===== src/rtl/acmc_pkg.sv =====
`default_nettype none

package acmc_pkg;

    // Event kinds carried on the input channel.
    typedef enum logic [1:0] {
        CMD_SCAN = 2'd0,
        CMD_MODE = 2'd1,
        CMD_UP   = 2'd2,
        CMD_DOWN = 2'd3
    } cmd_t;

    // Operating mode, held one-hot.
    typedef enum logic [5:0] {
        MODE_SHOW      = 6'b000001,
        MODE_SET_HOUR  = 6'b000010,
        MODE_SET_MIN   = 6'b000100,
        MODE_ALM_HOUR  = 6'b001000,
        MODE_ALM_MIN   = 6'b010000,
        MODE_RING      = 6'b100000
    } mode_t;

    // Mode codes as reported on the result channel.
    localparam logic [2:0] MODE_CODE_SHOW     = 3'd0;
    localparam logic [2:0] MODE_CODE_SET_HOUR = 3'd1;
    localparam logic [2:0] MODE_CODE_SET_MIN  = 3'd2;
    localparam logic [2:0] MODE_CODE_ALM_HOUR = 3'd3;
    localparam logic [2:0] MODE_CODE_ALM_MIN  = 3'd4;
    localparam logic [2:0] MODE_CODE_RING     = 3'd5;

    // Pending adjustment requests.
    typedef enum logic [1:0] {
        ADJ_NONE = 2'd0,
        ADJ_UP   = 2'd1,
        ADJ_DOWN = 2'd2
    } adj_t;

    localparam logic [5:0] ASCII_ZERO     = 6'h30;
    localparam logic [5:0] HOURS_PER_DAY  = 6'd24;
    localparam logic [6:0] MINS_PER_HOUR  = 7'd60;
    localparam logic [4:0] HOUR_MAX       = 5'd23;
    localparam logic [5:0] MINUTE_MAX     = 6'd59;
    localparam logic [3:0] BEEP_RING      = 4'd8;
    localparam logic [3:0] BEEP_ALARM_SET = 4'd5;
    localparam logic [3:0] BEEP_KEY       = 4'd1;

    localparam int IN_TDATA_W  = 16;
    localparam int OUT_TDATA_W = 48;

    typedef struct packed {
        cmd_t        command;
        logic [4:0]  rtc_hour;
        logic [5:0]  rtc_minute;
        logic        blink_on;
    } in_item_t;

    typedef struct packed {
        logic [5:0]  digit_hour_tens;
        logic [5:0]  digit_hour_ones;
        logic [5:0]  digit_minute_tens;
        logic [5:0]  digit_minute_ones;
        logic        rtc_write;
        logic [4:0]  write_hour;
        logic [5:0]  write_minute;
        logic        beep;
        logic        alarm_armed;
        logic        ringing;
        logic [2:0]  mode;
        logic [1:0]  scan_index;
    } result_t;

    // Hour step with wrap over a day; above 23, an up step subtracts 24 and a down step does not wrap.
    function automatic logic [4:0] hour_adjust(input logic [4:0] v, input adj_t req);
        logic [5:0] inc;
        logic [5:0] wrapped;
        inc = {1'b0, v} + 6'd1;
        wrapped = (inc >= HOURS_PER_DAY) ? (inc - HOURS_PER_DAY) : inc;
        case (req)
            ADJ_UP:   hour_adjust = wrapped[4:0];
            ADJ_DOWN: hour_adjust = (v == 5'd0) ? HOUR_MAX : (v - 5'd1);
            default:  hour_adjust = v;
        endcase
    endfunction

    function automatic logic [5:0] minute_adjust(input logic [5:0] v, input adj_t req);
        logic [6:0] inc;
        logic [6:0] wrapped;
        inc = {1'b0, v} + 7'd1;
        wrapped = (inc >= MINS_PER_HOUR) ? (inc - MINS_PER_HOUR) : inc;
        case (req)
            ADJ_UP:   minute_adjust = wrapped[5:0];
            ADJ_DOWN: minute_adjust = (v == 6'd0) ? MINUTE_MAX : (v - 6'd1);
            default:  minute_adjust = v;
        endcase
    endfunction

    function automatic logic [2:0] mode_code(input mode_t m);
        case (m)
            MODE_SET_HOUR: mode_code = MODE_CODE_SET_HOUR;
            MODE_SET_MIN:  mode_code = MODE_CODE_SET_MIN;
            MODE_ALM_HOUR: mode_code = MODE_CODE_ALM_HOUR;
            MODE_ALM_MIN:  mode_code = MODE_CODE_ALM_MIN;
            MODE_RING:     mode_code = MODE_CODE_RING;
            default:       mode_code = MODE_CODE_SHOW;
        endcase
    endfunction

endpackage

`default_nettype wire


===== src/rtl/acmc_pair.sv =====
`default_nettype none

// Turns a two-digit value into a pair of ASCII digits, or zeros when blanked.
module acmc_pair (
    input  wire logic [5:0] value,
    input  wire logic       shown,
    output logic      [5:0] tens,
    output logic      [5:0] ones
);

    logic [13:0] scaled;
    logic [2:0]  quot;
    logic [5:0]  rem;

    // value / 10 as a reciprocal multiply, exact for all six-bit values.
    assign scaled = {8'd0, value} * 14'd205;
    assign quot   = scaled[13:11];
    assign rem    = value - ({3'd0, quot} * 6'd10);

    assign tens = shown ? (acmc_pkg::ASCII_ZERO + {3'd0, quot}) : 6'd0;
    assign ones = shown ? (acmc_pkg::ASCII_ZERO + rem) : 6'd0;

endmodule

`default_nettype wire


===== src/rtl/acmc_core.sv =====
`default_nettype none

// Controller state and the per-event mode pass.
module acmc_core (
    input  wire logic               aclk,
    input  wire logic               aresetn,
    input  wire logic               en,
    input  wire acmc_pkg::in_item_t item,
    output acmc_pkg::result_t       result
);

    acmc_pkg::mode_t mode_reg, mode_next;
    logic [4:0]      edit_hour_reg, edit_hour_next;
    logic [5:0]      edit_minute_reg, edit_minute_next;
    logic [4:0]      alarm_hour_reg, alarm_hour_next;
    logic [5:0]      alarm_minute_reg, alarm_minute_next;
    logic            armed_reg, armed_next;
    logic            ring_reg, ring_next;
    acmc_pkg::adj_t  adjust_reg, adjust_next;
    logic [3:0]      beep_count_reg, beep_count_next;
    logic [1:0]      scan_pos_reg, scan_pos_next;
    logic            beep_level_reg, beep_level_next;

    logic       reload;
    logic [5:0] hour_val, minute_val;
    logic       hour_shown, minute_shown;
    logic       wr;
    logic [4:0] wh;
    logic [5:0] wm;

    always_comb begin
        mode_next         = mode_reg;
        edit_hour_next    = edit_hour_reg;
        edit_minute_next  = edit_minute_reg;
        alarm_hour_next   = alarm_hour_reg;
        alarm_minute_next = alarm_minute_reg;
        armed_next        = armed_reg;
        ring_next         = ring_reg;
        adjust_next       = adjust_reg;
        beep_count_next   = beep_count_reg;
        scan_pos_next     = scan_pos_reg;
        beep_level_next   = beep_level_reg;
        reload            = 1'b0;

        case (item.command)
            acmc_pkg::CMD_SCAN: begin
                scan_pos_next = scan_pos_reg + 2'd1;
                if (armed_reg && (item.rtc_hour == alarm_hour_reg) &&
                    (item.rtc_minute == alarm_minute_reg)) begin
                    ring_next = 1'b1;
                end
                if (beep_count_reg != 4'd0) begin
                    beep_level_next = 1'b1;
                    beep_count_next = beep_count_reg - 4'd1;
                end else begin
                    beep_level_next = 1'b0;
                end
            end
            acmc_pkg::CMD_MODE: begin
                case (mode_reg)
                    acmc_pkg::MODE_SHOW:     mode_next = acmc_pkg::MODE_SET_HOUR;
                    acmc_pkg::MODE_SET_HOUR: mode_next = acmc_pkg::MODE_SET_MIN;
                    acmc_pkg::MODE_ALM_HOUR: mode_next = acmc_pkg::MODE_ALM_MIN;
                    acmc_pkg::MODE_RING:     mode_next = acmc_pkg::MODE_RING;
                    default:                 mode_next = acmc_pkg::MODE_SHOW;
                endcase
                reload          = 1'b1;
                beep_count_next = acmc_pkg::BEEP_KEY;
            end
            acmc_pkg::CMD_UP: begin
                if (mode_reg != acmc_pkg::MODE_SHOW) begin
                    adjust_next = acmc_pkg::ADJ_UP;
                end else begin
                    mode_next       = acmc_pkg::MODE_ALM_HOUR;
                    reload          = 1'b1;
                    beep_count_next = acmc_pkg::BEEP_ALARM_SET;
                end
            end
            acmc_pkg::CMD_DOWN: begin
                if (mode_reg == acmc_pkg::MODE_RING) begin
                    ring_next  = 1'b0;
                    armed_next = 1'b0;
                end else if (mode_reg == acmc_pkg::MODE_SHOW) begin
                    armed_next = ~armed_reg;
                end else begin
                    adjust_next = acmc_pkg::ADJ_DOWN;
                end
            end
            default: begin
            end
        endcase

        if (reload) begin
            edit_hour_next   = item.rtc_hour;
            edit_minute_next = item.rtc_minute;
        end
        if (ring_next) begin
            mode_next = acmc_pkg::MODE_RING;
        end

        hour_val     = {1'b0, item.rtc_hour};
        minute_val   = item.rtc_minute;
        hour_shown   = 1'b1;
        minute_shown = 1'b1;
        wr           = 1'b0;
        wh           = 5'd0;
        wm           = 6'd0;

        case (mode_next)
            acmc_pkg::MODE_SET_HOUR: begin
                hour_val       = {1'b0, edit_hour_next};
                hour_shown     = item.blink_on;
                edit_hour_next = acmc_pkg::hour_adjust(edit_hour_next, adjust_next);
                adjust_next    = acmc_pkg::ADJ_NONE;
                wr             = 1'b1;
                wh             = edit_hour_next;
                wm             = item.rtc_minute;
            end
            acmc_pkg::MODE_SET_MIN: begin
                minute_val       = edit_minute_next;
                minute_shown     = item.blink_on;
                edit_minute_next = acmc_pkg::minute_adjust(edit_minute_next, adjust_next);
                adjust_next      = acmc_pkg::ADJ_NONE;
                wr               = 1'b1;
                wh               = item.rtc_hour;
                wm               = edit_minute_next;
            end
            acmc_pkg::MODE_ALM_HOUR: begin
                hour_val        = {1'b0, alarm_hour_next};
                hour_shown      = item.blink_on;
                alarm_hour_next = acmc_pkg::hour_adjust(alarm_hour_next, adjust_next);
                adjust_next     = acmc_pkg::ADJ_NONE;
            end
            acmc_pkg::MODE_ALM_MIN: begin
                minute_val        = alarm_minute_next;
                minute_shown      = item.blink_on;
                alarm_minute_next = acmc_pkg::minute_adjust(alarm_minute_next, adjust_next);
                adjust_next       = acmc_pkg::ADJ_NONE;
            end
            acmc_pkg::MODE_RING: begin
                hour_shown      = item.blink_on;
                minute_shown    = item.blink_on;
                beep_count_next = acmc_pkg::BEEP_RING;
                if (!ring_next) begin
                    mode_next = acmc_pkg::MODE_SHOW;
                end
            end
            default: begin
            end
        endcase
    end

    acmc_pair u_hour_pair (
        .value (hour_val),
        .shown (hour_shown),
        .tens  (result.digit_hour_tens),
        .ones  (result.digit_hour_ones)
    );

    acmc_pair u_minute_pair (
        .value (minute_val),
        .shown (minute_shown),
        .tens  (result.digit_minute_tens),
        .ones  (result.digit_minute_ones)
    );

    assign result.rtc_write    = wr;
    assign result.write_hour   = wh;
    assign result.write_minute = wm;
    assign result.beep         = beep_level_next;
    assign result.alarm_armed  = armed_next;
    assign result.ringing      = ring_next;
    assign result.mode         = acmc_pkg::mode_code(mode_next);
    assign result.scan_index   = scan_pos_next;

    always_ff @(posedge aclk) begin
        if (!aresetn) begin
            mode_reg         <= acmc_pkg::MODE_SHOW;
            edit_hour_reg    <= 5'd0;
            edit_minute_reg  <= 6'd0;
            alarm_hour_reg   <= 5'd0;
            alarm_minute_reg <= 6'd0;
            armed_reg        <= 1'b0;
            ring_reg         <= 1'b0;
            adjust_reg       <= acmc_pkg::ADJ_NONE;
            beep_count_reg   <= 4'd0;
            scan_pos_reg     <= 2'd0;
            beep_level_reg   <= 1'b0;
        end else if (en) begin
            mode_reg         <= mode_next;
            edit_hour_reg    <= edit_hour_next;
            edit_minute_reg  <= edit_minute_next;
            alarm_hour_reg   <= alarm_hour_next;
            alarm_minute_reg <= alarm_minute_next;
            armed_reg        <= armed_next;
            ring_reg         <= ring_next;
            adjust_reg       <= adjust_next;
            beep_count_reg   <= beep_count_next;
            scan_pos_reg     <= scan_pos_next;
            beep_level_reg   <= beep_level_next;
        end
    end

endmodule

`default_nettype wire


===== src/rtl/alarm_clock_mode_controller.sv =====
// An accepted item is held in the input register, then its result in the result register.
// Throughput: one item per cycle; the input register, the mode logic and the result
// register form a two-stage pipeline that advances whenever the result slot is free.
// Reset: aresetn is synchronous and active low; it clears the mode to show time,
// all edit and alarm values, the flags, the beep countdown and the scan position.
`default_nettype none

module alarm_clock_mode_controller (
    input  wire logic        aclk,
    input  wire logic        aresetn,

    input  wire logic        s_tvalid,
    output logic             s_tready,
    // s_tdata, from bit 0: rtc_hour[4:0], rtc_minute[10:5], blink_on[11], zeros[15:12]
    input  wire logic [acmc_pkg::IN_TDATA_W-1:0] s_tdata,
    // s_tuser: command[1:0] (scan tick, mode key, up key, down key)
    input  wire logic [1:0]  s_tuser,

    output logic             m_tvalid,
    input  wire logic        m_tready,
    // m_tdata, from bit 0: digit_hour_tens[5:0], digit_hour_ones[11:6],
    // digit_minute_tens[17:12], digit_minute_ones[23:18], rtc_write[24],
    // write_hour[29:25], write_minute[35:30], beep[36], alarm_armed[37],
    // ringing[38], mode[41:39], scan_index[43:42], zeros[47:44]
    output logic [47:0]      m_tdata
);

    // Input stage. An item waits here until the result register can take its result.
    logic                in_valid_reg, in_valid_next;
    acmc_pkg::in_item_t  in_item_reg;
    logic                out_valid_reg, out_valid_next;
    logic [acmc_pkg::OUT_TDATA_W-1:0] out_data_reg;

    logic                s_accept;
    logic                advance;
    acmc_pkg::result_t   result;

    // The mode pass runs, and the state moves on, only when the result slot is
    // empty or is being emptied in this cycle.
    assign advance  = in_valid_reg && (!out_valid_reg || m_tready);
    assign s_tready = !in_valid_reg || advance;
    assign s_accept = s_tvalid && s_tready;

    always_comb begin
        in_valid_next = in_valid_reg;
        if (s_accept) begin
            in_valid_next = 1'b1;
        end else if (advance) begin
            in_valid_next = 1'b0;
        end

        out_valid_next = out_valid_reg;
        if (advance) begin
            out_valid_next = 1'b1;
        end else if (m_tready) begin
            out_valid_next = 1'b0;
        end
    end

    always_ff @(posedge aclk) begin
        if (!aresetn) begin
            in_valid_reg  <= 1'b0;
            out_valid_reg <= 1'b0;
        end else begin
            in_valid_reg  <= in_valid_next;
            out_valid_reg <= out_valid_next;
        end
    end

    always_ff @(posedge aclk) begin
        if (s_accept) begin
            in_item_reg.command    <= acmc_pkg::cmd_t'(s_tuser);
            in_item_reg.rtc_hour   <= s_tdata[4:0];
            in_item_reg.rtc_minute <= s_tdata[10:5];
            in_item_reg.blink_on   <= s_tdata[11];
        end
    end

    acmc_core u_core (
        .aclk    (aclk),
        .aresetn (aresetn),
        .en      (advance),
        .item    (in_item_reg),
        .result  (result)
    );

    // Result register: fields packed from the lowest bit up.
    always_ff @(posedge aclk) begin
        if (advance) begin
            out_data_reg <= {4'd0,
                             result.scan_index,
                             result.mode,
                             result.ringing,
                             result.alarm_armed,
                             result.beep,
                             result.write_minute,
                             result.write_hour,
                             result.rtc_write,
                             result.digit_minute_ones,
                             result.digit_minute_tens,
                             result.digit_hour_ones,
                             result.digit_hour_tens};
        end
    end

    assign m_tvalid = out_valid_reg;
    assign m_tdata  = out_data_reg;

endmodule

`default_nettype wire


===== config.mk =====
export PLATFORM = sky130hd
export DESIGN_NAME = alarm_clock_mode_controller
export DESIGN_NICKNAME = d
export VERILOG_FILES = /design/src/rtl/acmc_pkg.sv /design/src/rtl/acmc_pair.sv /design/src/rtl/acmc_core.sv /design/src/rtl/alarm_clock_mode_controller.sv
export SDC_FILE = /design/constraint.sdc
export NUM_CORES = 1
export LEC_CHECK = 0
export ABC_AREA = 0
export BUFFER_PORTS_ARGS = -buffer_cell sky130_fd_sc_hd__clkbuf_2
export CAP_MARGIN = 15
export CORE_MARGIN = 2
export CORE_UTILIZATION = 60
export CTS_BUF_LIST = sky130_fd_sc_hd__clkbuf_4 sky130_fd_sc_hd__clkbuf_8
export DETAILED_ROUTE_END_ITERATION = 16
export PLACE_DENSITY = 0.8
export SKIP_LAST_GASP = 1
export SYNTH_ARGS = -nofsm -noshare
export SYNTH_HDL_FRONTEND = slang
export SYNTH_SLANG_ARGS = --single-unit

===== constraint.sdc =====
create_clock -name aclk -period 14 [get_ports aclk]
set_input_delay 0.7 -clock aclk [delete_from_list [all_inputs] [get_ports aclk]]
set_output_delay 0.7 -clock aclk [all_outputs]
set_load 0.01 [all_outputs]

==> summary.txt <==
Outcome
  – Result of the run: finished clean

STA
  – RSZ-0062 raised after global routing: false
  – Number of slew-limit violations in the final report: 0
  – Setup Total Neg Slack: 0 ns
  – Max Clock Freq: 116 MHz
  – Final setup violation count: 0
  – Worst clock skew: 0.0165 ns
  – Least-Margin Pin Slew: 1.08 ns
  – Final Hold Fails: 0
  – Fin crit share: 61.8%
  – Slew headroom: 27.7%
  – Final critical path time including I/O delays and setup: 8.65 ns

Layout
  – Area growth from synthesis to final layout: 5.76%
  – Flip-flop count of the largest register, all copies and words added: 39
  – Fraction of layout cells with a size suffix above 1: 11.8%
  – Total number of nets in the final design: 999
  – Ant diodes: 0
  – Filler cell count: 1106

CTS
  – Clk_lat worst skew: 0.39 ns
  – Clock tree from TritonCTS: built
  – CTS Hold Buffers Added: 0
  – Resized Gates After CTS: 0
  – Setup Buffers After CTS: 0
  – Number of clock sinks: 94
  – Largest buffer count on any clock path: 2
  – Root buffer selected by CTS: sky130_fd_sc_hd__clkbuf_8
  – Clock-pin slew reported for the worst setup and hold paths after clock tree synthesis: 0.09 ns
  – Total number of H-tree levels: 3
  – Number of buffers inserted during clock tree synthesis: 9

Drt
  – Post-detailed-route count of antenna-violating nets: 0
  – Via count: 6604
  – Drt pass-1 iters: 6
  – Vias per cell: 6.20
  – Residual DRC count: 0
  – Per-cell routed wire length: 16.8 um
  – Count of routing violations after the opening detailed-route iteration: 763
  – Post-detailed-routing wire length: 17.9 mm

Critical path
  – Critical Path End Type: register
  – WP data required: 14.09 ns
  – Critical Path Slowest Stage Cell: sky130_fd_sc_hd__a222oi_1
  – Crit path top cell by count: sky130_fd_sc_hd__ha_1
  – Total buffers and inverters traversed by the critical path: 5
  – Delay of the slowest cell on the worst path: 0.76 ns
  – Startpoint-to-endpoint class of the critical path: register to register
  – Startpoint type of the worst setup path: register
  – CP arrival: 8.74 ns
  – CP top delay family: adder cells
  – Maximum net fanout on the critical path: 19

GRT
  – GRT overflow: 0
  – Global-route wire length before repair: 29.2 mm
  – Number of antenna violations at the first check in global routing: 0
  – Pin count of the biggest net entering global routing: 45
  – Via count of the first global-routing pass: 5967
  – Total track usage: 25.6%

Floorplan
  – Core region area: 12600 sq um
  – # IOs: 72
  – Area of the die: 13900 sq um
  – Die Span X: 118 um
  – Starting Density: 61.5%
  – Row cnt: 41
  – Vertical die dimension: 118 um

Synthesis
  – Number of enable flip-flop cells after synthesis: 53
  – Leading area contributor after synthesis: sky130_fd_sc_hd__edfxtp_1
  – Post-synthesis instance total: 868
  – Leading cell types by total area after synthesis: sky130_fd_sc_hd__edfxtp_1 (21%), sky130_fd_sc_hd__ha_1 (13%), sky130_fd_sc_hd__dfxtp_1 (11%)
  – Top-area cell type share of the netlist area: 20.5%
  – Total number of yosys warnings: 0
  – Post-synthesis sequential area ratio: 31.1%
  – Register bit total from synthesis: 94
  – Netlist area before placement: 7760 sq um
  – Mean instance size in the synthesized netlist: 8.94 sq um
  – Async set-reset flop share out of synthesis: 0%
  – Top flip-flop cell by instance count after synthesis: sky130_fd_sc_hd__edfxtp_1
  – Post-synth cell types: 82

Worst hold path
  – HP Class: register to register

Placement
  – Weighted congestion reported at the end of routability-driven placement: 0.969
  – Hpwl dp: 13.0 mm
  – Count of buffers from port buffering: 60

Pwr
  – Reported leakage power: 3.52 nW
  – Peak supply drop: 0.0596 mV
  – Tot Pwr: 0.853 mW
  – Total power per unit cell area: 104 nW/um^2

Flow run
  – Max-capacitance violation count: 0
==> final cells by class <==
class	count	area [sq um]	share of cell area, %
tap	172	215	2.62
inverter	56	210	2.56
multi-input combinational	662	4860	59.3
timing repair buffer	65	338	4.12
clock inverter	7	40.0	0.488
sequential	94	2410	29.4
clock buffer	9	124	1.51
==> worst register-to-register path, delay by kind of cell, from the launching register on <==
family          cells  cell delay [ns]
fa+ha+maj           9             3.04
compound gates      7             2.20
simple gates        7             1.82
buf+inv             5             0.53
xor+xnor            2             0.42
flops               1             0.39
==> stage by stage <==
| stage | hold WS (ns) | instance area [sq um] | instances | worst slack (ns) | util (%) |
|---|---|---|---|---|---|
| floorplan | 0.440 | 7780 | 874 | 6.57 | - |
| global placement | 0.453 | 8040 | 1049 | 5.57 | 63.7 |
| detailed placement | 0.462 | 8040 | 1049 | 5.45 | 63.7 |
| CTS | 0.476 | 8200 | 1065 | 5.40 | 65.0 |
| global route | 0.479 | 8200 | 1065 | 4.93 | 65.0 |
| finish | 0.472 | 8200 | 1065 | 5.35 | 65.0 |
==> final timing paths <==
check | startpoint | end | slack, ns | cells after the start
min | u_core.beep_level_reg | u_core.beep_level_reg | 0.47 | 2
max | in_item_reg[12] | m_tdata[23] | 5.35 | 30
max reg2reg | in_item_reg[12] | m_tdata[23] | 5.35 | 30
min reg2reg | u_core.beep_level_reg | u_core.beep_level_reg | 0.47 | 2
==> per-layer routing <==
layer	GRT usage, %	wire length [um]
met4	7.91	396
met2	41.5	8310
met3	4.41	1220
met5	0	0
met1	35.1	7970
==> synthesized netlist by cell type, drive strengths merged, types with 4 or more instances <==
cell     number
a21o         15
a22oi         8
fa           10
a31oi        15
o21a          6
nor3         16
or3          11
a221oi        4
nor4b         4
edfxtp       53
inv          56
dfxtp        41
nor4         11
o211a         4
and3          8
a21oi        36
o31ai        12
a32o          5
nor2         52
mux2i        20
nand3        29
a21boi       10
buf          24
xnor2        22
nor2b        15
ha           79
nor3b         4
o311ai        4
a211oi        6
and2         13
o21ai        50
a32oi         4
o211ai        7
clkbuf       38
mux2          9
nand2b        9
a22o          6
nand2        76
nand4         7
o2111ai       4
xor2         22
==> power breakdown <==
part | total (mW) | internal (mW) | switching, mW
sequential | 0.339 | 0.327 | 0.0125
combinational | 0.352 | 0.149 | 0.203
clock | 0.162 | 0.0631 | 0.0988
==> logic make-up (layout without fill, tap and decap cells) <==
group	Yosys count	after routing	share of synthesized area, %
adder cells (fa/ha/maj)	89	89	15.3
AND/OR/NAND/NOR	269	269	17.8
flip-flops	94	94	31.1
XOR/XNOR	45	45	5.26
buffers and inverters	118	137	6.53
AO/OA/AOI/OAI	223	223	20.1
other	1	7	0.0483
multiplexers	29	29	3.89
==> placed cells by master, fill, tap and decap left out, types with 14 or more instances in the layout <==
master,Yosys,final
sky130_fd_sc_hd__nor3_1,15,15
sky130_fd_sc_hd__xnor2_1,22,22
sky130_fd_sc_hd__o21ai_0,45,45
sky130_fd_sc_hd__mux2i_1,20,20
sky130_fd_sc_hd__nand2_1,76,76
sky130_fd_sc_hd__nand3_1,29,29
sky130_fd_sc_hd__ha_1,79,79
sky130_fd_sc_hd__a21oi_1,36,36
sky130_fd_sc_hd__xor2_1,22,22
sky130_fd_sc_hd__dfxtp_1,41,41
sky130_fd_sc_hd__inv_1,53,52
sky130_fd_sc_hd__a21o_1,15,15
sky130_fd_sc_hd__clkbuf_2,0,60
sky130_fd_sc_hd__nor2_1,52,52
sky130_fd_sc_hd__nor2b_1,15,15
sky130_fd_sc_hd__a31oi_1,14,14
sky130_fd_sc_hd__edfxtp_1,53,53
(Power assumes the default switching activity.)
